File: src/sv/great_circle_distance_macros.svh
// assertion macros for the great-circle distance block
`ifndef GREAT_CIRCLE_DISTANCE_MACROS_SVH
`define GREAT_CIRCLE_DISTANCE_MACROS_SVH
`ifndef NO_ASSERTIONS
`define GCD_ASSERT_NOW(lbl, ck, rn, ante, cons) \
  lbl: assert property (@(posedge ck) disable iff (!rn) (ante) |-> (cons)) \
    else $error("gcd check failed");
`define GCD_ASSERT_NEXT(lbl, ck, rn, ante, cons) \
  lbl: assert property (@(posedge ck) disable iff (!rn) (ante) |=> (cons)) \
    else $error("gcd check failed");
`else
`define GCD_ASSERT_NOW(lbl, ck, rn, ante, cons)
`define GCD_ASSERT_NEXT(lbl, ck, rn, ante, cons)
`endif
`endif

File: src/sv/gcd_pkg.sv
// types and constants of the great-circle distance block
`default_nettype none
package gcd_pkg;
  localparam int LAT_W = 24;
  localparam int LON_W = 25;
  localparam int DIST_W = 23;
  localparam int DEG_W = 25;
  localparam int XY_W = 33;
  localparam int Z_W = 34;
  localparam int A_W = 31;
  localparam int REM_W = 61;
  localparam int ROOT_W = 31;
  localparam int SQRT_STEPS = 31;

  localparam logic signed [LAT_W-1:0] LAT_LIM = 24'sd5898240;
  localparam logic signed [LAT_W-1:0] LAT_NEG = -24'sd5898240;
  localparam logic signed [LON_W-1:0] LON_LIM = 25'sd11796480;
  localparam logic signed [LON_W-1:0] LON_NEG = -25'sd11796480;
  localparam logic signed [LON_W:0] DEG90_Q17 = 26'sd11796480;
  localparam logic signed [LON_W:0] DEG90_NEG = -26'sd11796480;
  localparam logic signed [LON_W:0] DEG180_Q17 = 26'sd23592960;

  localparam logic [31:0] PI_Q30 = 32'd3373259426;
  localparam logic [31:0] RECIP_45 = 32'd3054198966;
  localparam logic [A_W-1:0] ONE_Q30 = 31'd1073741824;
  localparam logic [A_W-1:0] HALF_PI_Q30 = 31'd1686629713;
  localparam logic signed [XY_W-1:0] GAIN_Q30 = 33'sd652032874;
  localparam logic [13:0] DIAMETER_KM = 14'd12742;
  localparam logic [DIST_W-1:0] DIST_MAX = 23'd5123873;

  localparam logic [31:0] ATAN_Q30 [32] = '{
    32'd843314857, 32'd497837829, 32'd263043837, 32'd133525159,
    32'd67021687, 32'd33543516, 32'd16775851, 32'd8388437,
    32'd4194283, 32'd2097149, 32'd1048576, 32'd524288,
    32'd262144, 32'd131072, 32'd65536, 32'd32768,
    32'd16384, 32'd8192, 32'd4096, 32'd2048,
    32'd1024, 32'd512, 32'd256, 32'd128,
    32'd64, 32'd32, 32'd16, 32'd8,
    32'd4, 32'd2, 32'd1, 32'd0
  };

  typedef struct packed {
    logic signed [XY_W-1:0] x;
    logic signed [XY_W-1:0] y;
    logic signed [Z_W-1:0]  z;
  } cordic_vec_t;

  typedef struct packed {
    logic [REM_W-1:0]  rem;
    logic [ROOT_W-1:0] root;
  } sqrt_st_t;
endpackage
`default_nettype wire

File: src/sv/gcd_cordic_cell.sv
// one cordic micro-rotation, rotation or vectoring mode
`default_nettype none
module gcd_cordic_cell import gcd_pkg::*; #(
  parameter int STAGE  = 0,
  parameter bit VECTOR = 1'b0
) (
  input  logic        clk,
  input  logic        en,
  input  cordic_vec_t v_i,
  output cordic_vec_t v_o
);
  localparam logic signed [Z_W-1:0] ATAN_Z = $signed({2'b00, ATAN_Q30[STAGE]});

  logic signed [XY_W-1:0] dx, dy;
  logic sub;
  cordic_vec_t v_r, v_nxt;

  assign dx = v_i.y >>> STAGE;
  assign dy = v_i.x >>> STAGE;
  assign sub = VECTOR ? (v_i.y < 0) : (v_i.z >= 0);

  always_comb begin
    if (sub) begin
      v_nxt.x = v_i.x - dx;
      v_nxt.y = v_i.y + dy;
      v_nxt.z = v_i.z - ATAN_Z;
    end else begin
      v_nxt.x = v_i.x + dx;
      v_nxt.y = v_i.y - dy;
      v_nxt.z = v_i.z + ATAN_Z;
    end
  end

  always_ff @(posedge clk) begin
    if (en) v_r <= v_nxt;
  end

  assign v_o = v_r;
endmodule
`default_nettype wire

File: config.mk
export PLATFORM = sky130hd
export DESIGN_NAME = gcd_cordic_cell
export DESIGN_NICKNAME = d
export VERILOG_FILES = /design/src/sv/great_circle_distance_macros.svh /design/src/sv/gcd_pkg.sv /design/src/sv/gcd_cordic_cell.sv
export SDC_FILE = /design/constraint.sdc
export NUM_CORES = 1
export LEC_CHECK = 0
export CAP_MARGIN = 20
export CELL_PAD_IN_SITES_DETAIL_PLACEMENT = 1
export CELL_PAD_IN_SITES_GLOBAL_PLACEMENT = 2
export CORE_MARGIN = 2
export CORE_UTILIZATION = 29
export CTS_CLUSTER_SIZE = 10
export DETAILED_ROUTE_END_ITERATION = 7
export DONT_BUFFER_PORTS = 1
export GPL_TIMING_DRIVEN = 0
export HOLD_SLACK_MARGIN = 0.08
export PLACE_DENSITY = 0.75
export SLEW_MARGIN = 0
export SYNTH_ARGS = -nofsm -noshare
export SYNTH_HDL_FRONTEND = slang
export SYNTH_SLANG_ARGS = --single-unit
File: constraint.sdc
create_clock -name clk -period 6.7 [get_ports clk]
set_clock_uncertainty 0.05 [all_clocks]
set_input_delay 0.67 -clock clk [delete_from_list [all_inputs] [get_ports clk]]
set_output_delay 0.67 -clock clk [all_outputs]
set_load 0.01 [all_outputs]
==> flow_summary.ini <==
[outcome]
status = finished, final reports clean

[setup_path]
critPathLaunch = v_i[1]
crit_path_frequent_cell = o21ai_1
end_kind = flop
cp.arrival_ps = 5920
max_stage_delay_ps = 530
path_cells = nor4_1, nand4_1, nor3_1, nand2b_1, clkinv_1, clkbuf_1, buf_2, ha_1, or4_1, o22ai_1, o41ai_1, o21ai_1, nand3_1, a311oi_1, o21ai_1, xnor2_1
crit_fanout = 25
cp_slowest_cell = a311oi_1
critPathLaunchType = input port
cp_top_family = simple AND/OR/NAND/NOR gates
path_class = input port to flop
cp_num_buf_inv = 3
crit_required_ps = 6780

[cells_and_area]
largest_reg_flops = 99
syn2layout_area_growth_pct = 8.87
final_nets = 1446
n_fill_cell = 4170
drive_gt1_share_pct = 4.28
multi_input_area_mm2 = 0.00670
regArea_mm2 = 0.00297
antenna_cells = 0
utilization_pct = 31.8

[global_routing]
grt_overflow = 0
grt_max_degree = 100
grt_pass1_wl_um = 57400
grt_pass1_vias = 9611
grt_antenna_before_repair = 0
grt_util_all_layers_pct = 20.6

[route]
vias_per_cell = 5.43
first_iter_violations = 496
dr_total_vias = 9104
drc_errors = 0
first_pass_iters = 5
ant_nets = 0
wl_per_cell_um = 22.9
routed_wl_um = 38400

[yosys]
synth_fa_ha_area_share_pct = 16.4
synth_top_cell_by_area = edfxtp_1
synth_top_family_by_area = compound AO/OA/AOI/OAI gates
synthCells = 1200
synth_compound_area_share_pct = 25.1
synth_mux_area_share_pct = 1.55
synth_xor_area_share_pct = 7.74
ys_dominant_reg_cell = edfxtp_1
synthArstFlopShare_pct = 0
netlist_top_cells_area = edfxtp_1 (29%), ha_1 (16%), xnor2_1 (6.7%), a21oi_1 (6.5%), inv_1 (3.9%)
synth-edff-count = 99
synth_top_area_share_pct = 28.9
syn_avg_cell_area_um2 = 8.58
synth.yosys.warnings = 0
synth_simple_gate_area_share_pct = 14.1
synth_cell_types = 73
ys_seq_area_share_pct = 28.9
synth.net_count = 1435
synth_area_mm2 = 0.0103
ys_ff_latch = 99

[clocking]
cts.sinks = 99
postCtsSetupBuffers = 0
clkTransAtPathRegs_ps = 90
cts_buffers = 9
cts_hold_buf = 0
ctsLongestPathBuffers = 2
cts_resized = 0
root_buffer = clkbuf_16
tritoncts = done
htree_levels = 3

[floorplanning]
num_rows = 69
die_area_mm2 = 0.0370
die_h_um = 192
io_pins = 202
die_width_um = 192
core_region_area_mm2 = 0.0353
start_util_pct = 29.2

[place]
gp_congestion = 0.881
place.detailed.hpwl_um = 30500
dpl_worst_slack_ps = 377
io_buffers = 0

[power_and_ir_drop]
p_per_area_mw_per_mm2 = 207
seq_power_share_pct = 40.2
power.switching_mw = 0.865
internal_power_mw = 1.46
power.total_mw = 2.32
ir_drop_mv = 0.155
clkPwrFrac_pct = 26.3
power_leakage_nw = 4.66
combPwrFrac_pct = 33.5
switching_share_pct = 37.3

[timing]
timing.slew.headroom_pct = 31.1
worst_slew_pin_slew_ps = 1030
min_period_over_period_pct = 87.2
final.setup.tns_ps = 0
hold_viol = 0
fmax_mhz = 171
rsz0062_at_grt = no
layout_setup_ws_ps = 860
slew_viol_final = 0
setup_viol = 0
period_needed_ps = 5840

[hold_path]
hold_path_class = input port to flop
whs_path_depth = 0
worstHoldStart = en
whs_endpoint = v_o[47]

[run]
drv_cap = 0
==> cell families after synthesis <==
kind of cell,Yosys count
adders and majority gates,133
muxes,16
buffers and inverters,161
DFF,99
AOI/OAI and AO/OA,402
xor gates and xnor gates,91
and+or+nand+nor,298
==> power by group through the flow <==
stage               Combinational [mW]  Clock [mW]  Sequential (mW)
floorplan                        0.557           0            0.922
global placement                 0.760           0            0.948
detailed placement               0.768           0            0.949
CTS                              0.775       0.640            0.937
global route                     0.856       0.654            0.948
finish                           0.777       0.610            0.933
==> synth_stat cells, drive strengths merged (3+ instances only) <==
| library cell | instances |
|---|---|
| a21oi | 134 |
| ha | 129 |
| inv | 111 |
| edfxtp | 99 |
| nor2 | 94 |
| o21ai | 83 |
| xnor2 | 79 |
| nand2 | 59 |
| a21o | 41 |
| clkbuf | 32 |
| nand3 | 23 |
| nor3 | 23 |
| nand4 | 19 |
| o211ai | 18 |
| o21a | 18 |
| buf | 17 |
| nor2b | 17 |
| mux2i | 16 |
| o21bai | 16 |
| o31ai | 15 |
| nor4 | 14 |
| xor2 | 12 |
| a211oi | 11 |
| nand2b | 11 |
| and2 | 8 |
| a31oi | 7 |
| or3 | 7 |
| a21boi | 6 |
| and3 | 6 |
| o22ai | 6 |
| a221oi | 5 |
| and4 | 5 |
| o21ba | 5 |
| o31a | 5 |
| or2 | 5 |
| a2111oi | 4 |
| a211o | 4 |
| fa | 4 |
| or4 | 4 |
| o41ai | 3 |
==> stage by stage <==
stage | hold slack (ps) | instance area (µm²) | std cells
detailed placement | 744 | 10900 | 1661
finish | 352 | 11200 | 1677
global placement | 741 | 10900 | 1661
CTS | 330 | 11200 | 1677
floorplan | 732 | 10300 | 1200
global route | 331 | 11200 | 1677
==> placed cells by master, fill, tap and decap left out, types with 6 or more instances in the layout <==
master / synthesis / routed
o21bai_1: 16 / 16
edfxtp_1: 99 / 99
ha_1: 129 / 129
nor2b_1: 17 / 17
clkbuf_16: 0 / 9
xnor2_1: 79 / 79
a31oi_1: 7 / 7
o31ai_1: 15 / 15
nand2b_1: 11 / 11
nand4_1: 19 / 19
nor2_1: 94 / 94
o211ai_1: 16 / 16
xor2_1: 12 / 12
o21ai_1: 11 / 11
a21oi_1: 133 / 133
nor3_1: 23 / 23
inv_1: 108 / 108
a211oi_1: 11 / 11
nand2_1: 58 / 58
buf_2: 8 / 9
nand3_1: 23 / 23
and2_1: 8 / 8
clkbuf_1: 32 / 31
o21ai_0: 72 / 72
o21a_1: 18 / 18
o22ai_1: 6 / 6
a21o_1: 41 / 41
and3_1: 6 / 6
mux2i_1: 16 / 16
nor4_1: 14 / 14
or3_1: 7 / 7
==> area by class of cell <==
cell class              instances  share of cell area [%]
plain buffers                  49                    1.89
clock buffers                   9                    2.01
clock inverters                 7                   0.971
inverters                     112                    3.75
multi-input cells             940                    59.7
flip-flops and latches         99                    26.5
well taps                     461                    5.14
==> worst max path at each step <==
| stage | slack, ps | end | cells after the start |
|---|---|---|---|
| finish | 860 | v_o[32] | 16 |
| global route | 490 | v_o[29] | 16 |
| CTS | 800 | v_o[32] | 16 |
| detailed placement | 380 | v_o[32] | 16 |
| global placement | -250 | v_o[32] | 16 |
| floorplan | 1790 | v_o[31] | 18 |
==> layer usage <==
| metal | share of wire (%) | track usage [%] | vias to the layer above |
|---|---|---|---|
| li1 | - | - | 4366 |
| met1 | 44 | 25.8 | 4478 |
| met2 | 49 | 36.2 | 226 |
| met3 | 4.9 | 3.67 | 34 |
| met4 | 1.9 | 5.81 | 0 |
| met5 | 0 | 0 | - |
Power figures use the tool's default switching activity.
