### src/sv/great_circle_distance_macros.svh
// assertion macros for the great-circle distance block
`ifndef GREAT_CIRCLE_DISTANCE_MACROS_SVH
`define GREAT_CIRCLE_DISTANCE_MACROS_SVH
`ifndef NO_ASSERTIONS
`define GCD_ASSERT_NOW(lbl, ck, rn, ante, cons) \
  lbl: assert property (@(posedge ck) disable iff (!rn) (ante) |-> (cons)) \
    else $error("gcd check failed");
`define GCD_ASSERT_NEXT(lbl, ck, rn, ante, cons) \
  lbl: assert property (@(posedge ck) disable iff (!rn) (ante) |=> (cons)) \
    else $error("gcd check failed");
`else
`define GCD_ASSERT_NOW(lbl, ck, rn, ante, cons)
`define GCD_ASSERT_NEXT(lbl, ck, rn, ante, cons)
`endif
`endif

### src/sv/gcd_pkg.sv
// types and constants of the great-circle distance block
`default_nettype none
package gcd_pkg;
  localparam int LAT_W = 24;
  localparam int LON_W = 25;
  localparam int DIST_W = 23;
  localparam int DEG_W = 25;
  localparam int XY_W = 33;
  localparam int Z_W = 34;
  localparam int A_W = 31;
  localparam int REM_W = 61;
  localparam int ROOT_W = 31;
  localparam int SQRT_STEPS = 31;

  localparam logic signed [LAT_W-1:0] LAT_LIM = 24'sd5898240;
  localparam logic signed [LAT_W-1:0] LAT_NEG = -24'sd5898240;
  localparam logic signed [LON_W-1:0] LON_LIM = 25'sd11796480;
  localparam logic signed [LON_W-1:0] LON_NEG = -25'sd11796480;
  localparam logic signed [LON_W:0] DEG90_Q17 = 26'sd11796480;
  localparam logic signed [LON_W:0] DEG90_NEG = -26'sd11796480;
  localparam logic signed [LON_W:0] DEG180_Q17 = 26'sd23592960;

  localparam logic [31:0] PI_Q30 = 32'd3373259426;
  localparam logic [31:0] RECIP_45 = 32'd3054198966;
  localparam logic [A_W-1:0] ONE_Q30 = 31'd1073741824;
  localparam logic [A_W-1:0] HALF_PI_Q30 = 31'd1686629713;
  localparam logic signed [XY_W-1:0] GAIN_Q30 = 33'sd652032874;
  localparam logic [13:0] DIAMETER_KM = 14'd12742;
  localparam logic [DIST_W-1:0] DIST_MAX = 23'd5123873;

  localparam logic [31:0] ATAN_Q30 [32] = '{
    32'd843314857, 32'd497837829, 32'd263043837, 32'd133525159,
    32'd67021687, 32'd33543516, 32'd16775851, 32'd8388437,
    32'd4194283, 32'd2097149, 32'd1048576, 32'd524288,
    32'd262144, 32'd131072, 32'd65536, 32'd32768,
    32'd16384, 32'd8192, 32'd4096, 32'd2048,
    32'd1024, 32'd512, 32'd256, 32'd128,
    32'd64, 32'd32, 32'd16, 32'd8,
    32'd4, 32'd2, 32'd1, 32'd0
  };

  typedef struct packed {
    logic signed [XY_W-1:0] x;
    logic signed [XY_W-1:0] y;
    logic signed [Z_W-1:0]  z;
  } cordic_vec_t;

  typedef struct packed {
    logic [REM_W-1:0]  rem;
    logic [ROOT_W-1:0] root;
  } sqrt_st_t;
endpackage
`default_nettype wire

### src/sv/gcd_sqrt_cell.sv
// one result bit of a digit-by-digit square root
`default_nettype none
module gcd_sqrt_cell import gcd_pkg::*; #(
  parameter int K = 0
) (
  input  logic     clk,
  input  logic     en,
  input  sqrt_st_t s_i,
  output sqrt_st_t s_o
);
  logic [62:0] trial, rem_x, diff;
  sqrt_st_t s_r, s_nxt;

  assign trial = ({32'd0, s_i.root} << (K + 1)) + (63'd1 << (2 * K));
  assign rem_x = {2'b00, s_i.rem};
  assign diff  = rem_x - trial;

  always_comb begin
    if (rem_x >= trial) begin
      s_nxt.rem  = diff[REM_W-1:0];
      s_nxt.root = s_i.root | (31'd1 << K);
    end else begin
      s_nxt = s_i;
    end
  end

  always_ff @(posedge clk) begin
    if (en) s_r <= s_nxt;
  end

  assign s_o = s_r;
endmodule
`default_nettype wire

### config.mk
export PLATFORM = sky130hd
export DESIGN_NAME = gcd_sqrt_cell
export DESIGN_NICKNAME = d
export VERILOG_FILES = /design/src/sv/great_circle_distance_macros.svh /design/src/sv/gcd_pkg.sv /design/src/sv/gcd_sqrt_cell.sv
export SDC_FILE = /design/constraint.sdc
export NUM_CORES = 1
export LEC_CHECK = 0
export ABC_AREA = 0
export BUFFER_PORTS_ARGS = -buffer_cell sky130_fd_sc_hd__buf_2
export CORE_AREA = 2 2 109 111
export CTS_CLUSTER_SIZE = 12
export DETAILED_ROUTE_END_ITERATION = 8
export DIE_AREA = 0 0 111 113
export HOLD_SLACK_MARGIN = 0.12
export PLACE_DENSITY = 0.8
export SYNTH_ARGS = -nofsm -noshare
export SYNTH_HDL_FRONTEND = slang
export SYNTH_SLANG_ARGS = --single-unit
### constraint.sdc
create_clock -name clk -period 3.9 [get_ports clk]
set_input_delay 0.78 -clock clk [delete_from_list [all_inputs] [get_ports clk]]
set_output_delay 0.78 -clock clk [all_outputs]
set_load 0.03 [all_outputs]
==> summary.txt, run 1 <==
Job
  – Max cap viols: 0

CTS
  – CTS tree: yes
  – Cts hold-fix bufs: 0
  – Root Driver: clkbuf_16
  – Clock buffer depth: 2
  – H-tree level count: 3
  – Post-CTS Setup Inserts: 0
  – CTS clk-pin slew, worst paths: 70 ps
  – Post-CTS Resized: 0
  – CTS Buf Count: 9
  – Num Clock Sinks: 92

Synthesis
  – Fraction of registers with async set/reset: 0%
  – Synthesis Warnings: 0
  – Seq/Total Area, Yosys: 47.9%
  – Mapped Cells: 568
  – Mapped Avg Cell Area: 10.2 sq um
  – EDFF count, synth: 92
  – Main synth FF type: edfxtp_1
  – Syn nets: 695
  – Post-synthesis register bit count: 92
  – Mapped cell area: 5770 sq um
  – Post-synthesis cell type count: 62

Final layout
  – FF+latch area: 2760 sq um
  – Share of cells above drive strength 1: 30.3%
  – Multi-input logic area: 2790 sq um
  – Area Growth Syn to Fin: 24.4%
  – Utilization after layout: 63.7%
  – Commonest non-fill, non-tap cells in the layout: 184 x buf_2, 92 x edfxtp_1, 64 x a21oi_1
  – Post-route insts no fill: 909
  – Max reg flops: 92
  – Most common cell after layout, fill and taps aside: buf_2
  – Filler cell count: 950
  – Final-stage net count: 887

Critical path
  – Setup crit start: s_i[3]
  – CP required: 3980 ps
  – Worst setup endpoint: s_o[84]
  – Worst Path Arrival: 3590 ps
  – Crit Path Category: in2reg
  – Startpoint types: primary input
  – Nature of the critical path endpoint: register
  – Crit Path Max Fanout: 6

Place
  – Pre-CTS WS: 71.6 ps
  – Port Buffer Count: 185
  – Final estimated routing congestion in global placement: 0.897
  – DP Wirelength: 11900 um
  – Cells after DPL: 892

Timing
  – Fin. max-slew vios: 0
  – Slew HR: 25.2%
  – Final cycle utilization of the critical path: 89.9%
  – RSZ-0062 raised after global routing: no
  – Fin worst setup slack: 392 ps
  – Final Setup Violations: 0
  – Worst-Margin Slew: 1120 ps
  – Maximum achievable frequency: 0.285 GHz
  – Sum of negative setup slack: 0 ps
  – Final min period: 3510 ps
  – Final hold violation count: 0

Route
  – Vias per cell: 5.56
  – 1st-iter DRT viols: 300
  – DR vias: 5050
  – Total Routed Length: 15200 um
  – WL per Instance: 16.7 um
  – DRC: 0
  – DRT Pass-1 Iters: 5
  – ANT nets after route: 0

Die
  – Initial Util: 51.2%
  – Die Wd: 111 um
  – Die Span Y: 113 um
  – Row count: 39
  – CORE AREA: 11300 sq um
  – # IOs: 186
  – Total die area: 12500 sq um

Hold path
  – Worst Hold Class: in2reg
  – Worst hold path depth: 1

Power
  – P_leak: 3.07 nW
  – Maximum VDD drop: 0.218 mV
  – Total power: 2.88 mW
  – Pwr Density: 401 nW/um^2

Global route
  – Vias in the first global route: 5118
  – Total grt overflow: 0
  – Largest net degree at the start of global routing: 93
  – Initial antenna violation count: 2
  – GRT Overall Usage: 24.1%
  – First-pass GRT wire length: 24400 um

Status
  – Status: completed
## cells in the mapped netlist (all sizes together) (14+ instances only)
cell type | number | share of area [%]
xor2 | 25 | 3.8
nor3 | 16 | 1.6
a21oi | 64 | 5.5
nand2 | 45 | 2.9
inv | 39 | 2.5
o21ai | 30 | 2.6
clkbuf | 15 | 0.98
nor2 | 53 | 3.4
ha | 32 | 6.9
nand3 | 14 | 1.3
xnor2 | 33 | 5.0
edfxtp | 92 | 48
## worst max-delay path: stages
cell       delay [ps]
buf_2              90
inv_1              40
ha_1              360
a2111oi_0         400
o31ai_1           170
o2111ai_1         160
a21oi_1           200
a31oi_1           310
o21ai_0           260
or4_4             540
nor4_2            180
xor2_1            110
## area by class of cell
cell class	instances	area share (%)
Timing Repair Buffer	199	14.4
Sequential cell	92	38.5
Tap cell	143	2.49
Clock buffer	9	3.14
Inverter	39	2.04
Multi-Input combinational cell	419	38.9
Clock inverter	7	0.592
Antenna cell	1	0.0348
## per-stage QoR
stage	hold slack, ps	instance area [sq um]
after global routing	617	7180
after global placement	971	6910
after floorplan	879	5770
after detailed placement	972	6910
final	627	7180
after CTS	617	7180
## routing by layer
metal | vias to the layer above | global-route usage (%) | part of all wire [%]
met2 | 215 | 40.9 | 49
met4 | 2 | 7.42 | 1.8
li1 | 2468 | - | -
met1 | 2339 | 30.8 | 42
met3 | 26 | 5.78 | 7.0
met5 | - | 0 | 0.086
## cells by family after synthesis
family | count (synthesis) | share of synthesized area [%]
and+or+nand+nor | 182 | 16.3
DFF | 92 | 47.9
AOI/OAI and AO/OA | 146 | 15.8
xor gates and xnor gates | 58 | 8.80
adders and majority gates | 33 | 7.28
buffers and inverters | 57 | 3.99
## worst min path at each step
stage	startpoint	slack, ps	to
global placement	s_i[3]	970	s_o[3]
global route	s_i[14]	620	s_o[14]
floorplan	s_i[10]	880	s_o[10]
CTS	s_i[21]	620	s_o[21]
finish	s_i[10]	630	s_o[10]
detailed placement	s_i[25]	970	s_o[25]
## power by group
group	internal (mW)	switching (mW)
registers	1.22	0.0256
logic	0.280	0.556
clock network	0.429	0.367
total	1.93	0.948
(Power assumes the default switching activity.)
==> run 2: changes to the inputs <==
CORE_AREA = 2 2 127 129   (was 2 2 109 111)
DIE_AREA = 0 0 129 131   (was 0 0 111 113)
PLACE_DENSITY = not set   (was 0.8)
==> summary.txt, run 2 (same netlist as run 1, synthesis figures left out) <==
Critical path
  – Crit Path Max Fanout: 6 (unchanged)
  – CP required: 4000 ps (+20 ps)
  – Worst Path Arrival: 3640 ps (+50 ps)
  – Nature of the critical path endpoint: register
  – Startpoint types: primary input
  – Crit Path Category: in2reg

Final layout
  – Final-stage net count: 895 (+0.90%)
  – Utilization after layout: 47.0% (-17 points)
  – Max reg flops: 92 (unchanged)
  – Commonest non-fill, non-tap cells in the layout: 184 x buf_2, 92 x edfxtp_1, 64 x a21oi_1
  – Area Growth Syn to Fin: 26.9%
  – Most common cell after layout, fill and taps aside: buf_2
  – Share of cells above drive strength 1: 30.8% (+0.46 points)

Die
  – CORE AREA: 15600 sq um (+38%)
  – # IOs: 186 (unchanged)
  – Row count: 46 (+18%)
  – Die Span Y: 131 um (+16%)
  – Die Wd: 129 um (+16%)
  – Total die area: 16900 sq um (+35%)
  – Initial Util: 37.0% (-14 points)

Timing
  – Final cycle utilization of the critical path: 90.7% (+0.79 points)
  – Sum of negative setup slack: 0 ps (unchanged)
  – Slew HR: 35.9% (+11 points)
  – Worst-Margin Slew: 962 ps (-160 ps)
  – Fin. max-slew vios: 0 (unchanged)
  – Final Setup Violations: 0 (unchanged)
  – Maximum achievable frequency: 0.283 GHz (-0.87%)
  – RSZ-0062 raised after global routing: no
  – Final min period: 3540 ps (+30.9 ps)
  – Final hold violation count: 0 (unchanged)

Place
  – Port Buffer Count: 185 (unchanged)
  – DP Wirelength: 12900 um (+7.9%)
  – Final estimated routing congestion in global placement: 0.864 (-3.6%)

CTS
  – Root Driver: clkbuf_16
  – Post-CTS Resized: 0 (unchanged)
  – H-tree level count: 3 (unchanged)
  – Post-CTS Setup Inserts: 0 (unchanged)
  – Num Clock Sinks: 92 (unchanged)
  – Cts hold-fix bufs: 0 (unchanged)
  – CTS clk-pin slew, worst paths: 60 ps (about the same)
  – CTS Buf Count: 9 (unchanged)
  – Clock buffer depth: 2 (unchanged)
  – CTS tree: yes

Global route
  – Vias in the first global route: 5074 (-0.86%)
  – Total grt overflow: 0 (unchanged)
  – First-pass GRT wire length: 24800 um (+1.6%)
  – GRT Overall Usage: 18.8% (-5.3 points)
  – Largest net degree at the start of global routing: 76 (-18%)
  – Initial antenna violation count: 1 (-1)

Route
  – ANT nets after route: 0 (unchanged)
  – DRC: 0 (unchanged)
  – 1st-iter DRT viols: 214 (-29%)
  – DRT Pass-1 Iters: 5 (unchanged)
  – DR vias: 5020 (-0.59%)
  – WL per Instance: 16.2 um (-3.0%)
  – Total Routed Length: 16100 um (+5.6%)
  – Vias per cell: 5.07 (-8.7%)

Hold path
  – Worst Hold Class: in2reg

Power
  – Maximum VDD drop: 0.180 mV (-18%)
  – P_leak: 3.09 nW (+0.89%)
  – Psw: 0.945 mW (-0.30%)
  – Pwr Density: 393 nW/um^2 (-1.9%)
  – Pint: 1.94 mW (+0.22%)
  – Comb pwr share: 29.5% (+0.5 points)
  – Switching portion of total power: 32.8% (-0.11 points)
  – Sequential Power Share: 43.4% (about the same)
  – Clock share of power: 27.1% (-0.5 points)

Job
  – Max cap viols: 0 (unchanged)

Status
  – Status: completed
## run 2: cell count changes in the layout (fill, tap and decap cells not counted)
cell / change
buf_4: +8
clkbuf_1: +1
clkinv_1: +1
clkinv_2: -1
clkinv_4: -1
clkinvlp_4: +1
inv_6: -1
## run 2: worst paths after layout
kind,startpoint,endpoint,slack (ps),cells past startpoint
worst max-delay path,s_i[3],s_o[86],360,13
worst min-delay path,s_i[3],s_o[3],630,1
## run 2: metrics by stage
stage / cells / hold slack [ps] / cell area, sq um / setup WS [ps] / power (mW)
final: 990 / 626 / 7330 / 362 / 2.88
after global routing: 989 / 615 / 7320 / 102 / 3.02
after CTS: 989 / 613 / 7320 / 436 / 2.91
after detailed placement: 973 / 976 / 7060 / 76.5 / 2.12
after global placement: 973 / 972 / 7060 / 89.8 / 2.12
after floorplan: 568 / 879 / 5770 / 334 / 1.82
## run 2: worst max-delay path: stages
cell and delay, ps:
buf_2 80, inv_1 40, ha_1 300, buf_4 160
a2111oi_0 340, o31ai_1 170, o2111ai_1 150, a21oi_1 160
a31oi_1 270, o21ai_0 250, nor4_2 600, nand4_1 190
xnor2_1 170
## run 2: power groups by stage
stage          Clock, mW  Combinational (mW)  Sequential, mW
6_report           0.782               0.851            1.25
4_1_cts            0.809               0.852            1.25
2_1_floorplan          0               0.322            1.50
3_5_place_dp           0               0.847            1.27
3_3_place_gp           0               0.844            1.27
5_1_grt            0.846               0.919            1.26
## run 2: area by class of cell
cell class | count | area [sq um]
clock inverters | 6 | 31.3
clock buffers | 10 | 229
flip-flops and latches | 92 | 2760
repair buffers | 207 | 1090
multi-input cells | 419 | 2790
fillers | 1508 | 8270
well taps | 216 | 270
diodes | 1 | 2.50
inverters | 39 | 146
## run 2: per-layer routing
layer	global-route usage, %	vias up	wire length [um]
li1	-	2489	-
met1	23.1	2315	6850
met2	31.9	183	7720
met3	5.01	31	1110
met4	6.71	2	379
met5	0	-	7
==> run 3: changes to the inputs <==
GPL_TIMING_DRIVEN = 0   (was not set)
clock period = 4.3 ns   (was 3.9 ns; I/O delays follow)
==> summary.txt, run 3 (same netlist as run 1, synthesis figures left out) <==
Status
  – Status: completed

Global route
  – GRT Overall Usage: 19.1% (+0.27 points)
  – Total grt overflow: 0 (unchanged)
  – Largest net degree at the start of global routing: 77 (+1.3%)
  – Vias in the first global route: 4995 (-1.6%)
  – First-pass GRT wire length: 24900 um (+0.19%)
  – Initial antenna violation count: 0 (-1)

Power
  – Switching portion of total power: 32.2% (-0.54 points)
  – Clock share of power: 29.1% (+2.0 points)
  – Sequential Power Share: 42.6% (-0.8 points)
  – Comb pwr share: 28.3% (-1.2 points)
  – Total power: 2.66 mW (-7.9%)
  – Maximum VDD drop: 0.178 mV (-0.73%)
  – P_leak: 3.05 nW (-1.5%)
  – Pint: 1.80 mW (-7.1%)
  – Pwr Density: 364 nW/um^2 (-7.5%)
  – Psw: 0.856 mW (-9.4%)

Timing
  – Fin. max-slew vios: 0 (unchanged)
  – Worst-Margin Slew: 679 ps (-283 ps)
  – Maximum achievable frequency: 0.243 GHz
  – RSZ-0062 raised after global routing: no
  – Sum of negative setup slack: 0 ps (unchanged)
  – Final Setup Violations: 0 (unchanged)
  – Final cycle utilization of the critical path: 95.7%
  – Slew HR: 54.3% (+18 points)
  – Final hold violation count: 0 (unchanged)
  – Final min period: 4110 ps

Critical path
  – Worst Path Arrival: 4220 ps (+580 ps)
  – Nature of the critical path endpoint: register
  – CP required: 4410 ps (+410 ps)
  – Crit Path Category: in2reg
  – Startpoint types: primary input
  – Crit Path Max Fanout: 8 (+2)

CTS
  – Clock buffer depth: 2 (unchanged)
  – H-tree level count: 3 (unchanged)
  – Root Driver: clkbuf_16
  – CTS clk-pin slew, worst paths: 60 ps (about the same)
  – CTS Buf Count: 9 (unchanged)
  – CTS tree: yes
  – Num Clock Sinks: 92 (unchanged)

Route
  – 1st-iter DRT viols: 201 (-6.1%)
  – DR vias: 5012 (-0.16%)
  – DRC: 0 (unchanged)
  – DRT Pass-1 Iters: 5 (unchanged)
  – ANT nets after route: 0 (unchanged)
  – WL per Instance: 16.3 um (+0.51%)
  – Total Routed Length: 16100 um (about the same)
  – Vias per cell: 5.09 (+0.35%)

Final layout
  – ANT cells: 0 (-1)
  – Most common cell after layout, fill and taps aside: buf_2
  – Utilization after layout: 46.8% (-0.19 points)
  – Commonest non-fill, non-tap cells in the layout: 185 x buf_2, 92 x edfxtp_1, 64 x a21oi_1
  – Share of cells above drive strength 1: 28.7% (-2.1 points)
  – Max reg flops: 92 (unchanged)
  – Final-stage net count: 892 (-0.34%)
  – Design area: 7300 sq um (-0.41%)
  – Area Growth Syn to Fin: 26.4%

Place
  – Final estimated routing congestion in global placement: 0.893 (+3.3%)
  – Port Buffer Count: 185 (unchanged)
  – DP Wirelength: 12700 um (-1.8%)
  – Dpl cell area: 7000 sq um (-0.92%)

Hold path
  – Worst Hold Class: in2reg

Die
  – Die Span Y: 131 um (unchanged)
  – Die Wd: 129 um (unchanged)
  – CORE AREA: 15600 sq um (unchanged)
  – Row count: 46 (unchanged)
  – Initial Util: 37.0% (unchanged)
  – # IOs: 186 (unchanged)
  – Total die area: 16900 sq um (unchanged)

Job
  – Max cap viols: 0 (unchanged)
-- run 3: metal layers --
layer | global-route usage [%] | part of all wire [%] | wire length (um)
met1 | 23.4 | 43 | 6930
met2 | 32.1 | 48 | 7700
met3 | 4.11 | 6.1 | 974
met4 | 9.27 | 2.8 | 455
met5 | 0 | 0 | 0
-- run 3: layout make-up --
cell class	instances	area, sq um
well taps	216	270
repair buffers	186	956
flip-flops and latches	92	2760
fillers	1552	8300
clock inverters	6	56.3
clock buffers	9	225
inverters	39	146
plain buffers	18	85.1
multi-input cells	419	2790
-- run 3: path summary, 6_finish.rpt --
path   start  endpoint  depth (start not counted)
min   s_i[8]    s_o[8]                          1
max   s_i[3]   s_o[75]                         13
-- run 3: worst max-delay path, stage by stage --
cell and delay, ps:
buf_2 90, inv_1 40, ha_1 360, nand2_1 120, o31ai_1 460, o21ai_1 210, o21ai_1 390, a41oi_1 290
o21ba_1 260, buf_6 140, a2111oi_4 620, nand3_1 200, xnor2_1 160
-- run 3: stage by stage --
step	setup slack (ps)	instances	hold slack, ps
2_1_floorplan	654	568	959
3_3_place_gp	-92.8	969	1050
3_5_place_dp	-152	970	1050
4_1_cts	207	985	678
5_1_grt	16.3	985	682
6_report	187	985	693
-- run 3: what timing repair did --
action                     in CTS  in global routing
gates resized for setup         0                  4
setup endpoints to repair       0                  7
hold buffers                    0                  0
setup buffers                   0                  0
-- run 3: power by group through the flow --
| stage | registers [mW] | clock network [mW] | logic (mW) |
|---|---|---|---|
| 2_1_floorplan | 1.36 | 0 | 0.292 |
| 3_3_place_gp | 1.15 | 0 | 0.740 |
| 3_5_place_dp | 1.15 | 0 | 0.746 |
| 4_1_cts | 1.13 | 0.795 | 0.751 |
| 5_1_grt | 1.14 | 0.825 | 0.815 |
| 6_report | 1.13 | 0.771 | 0.752 |
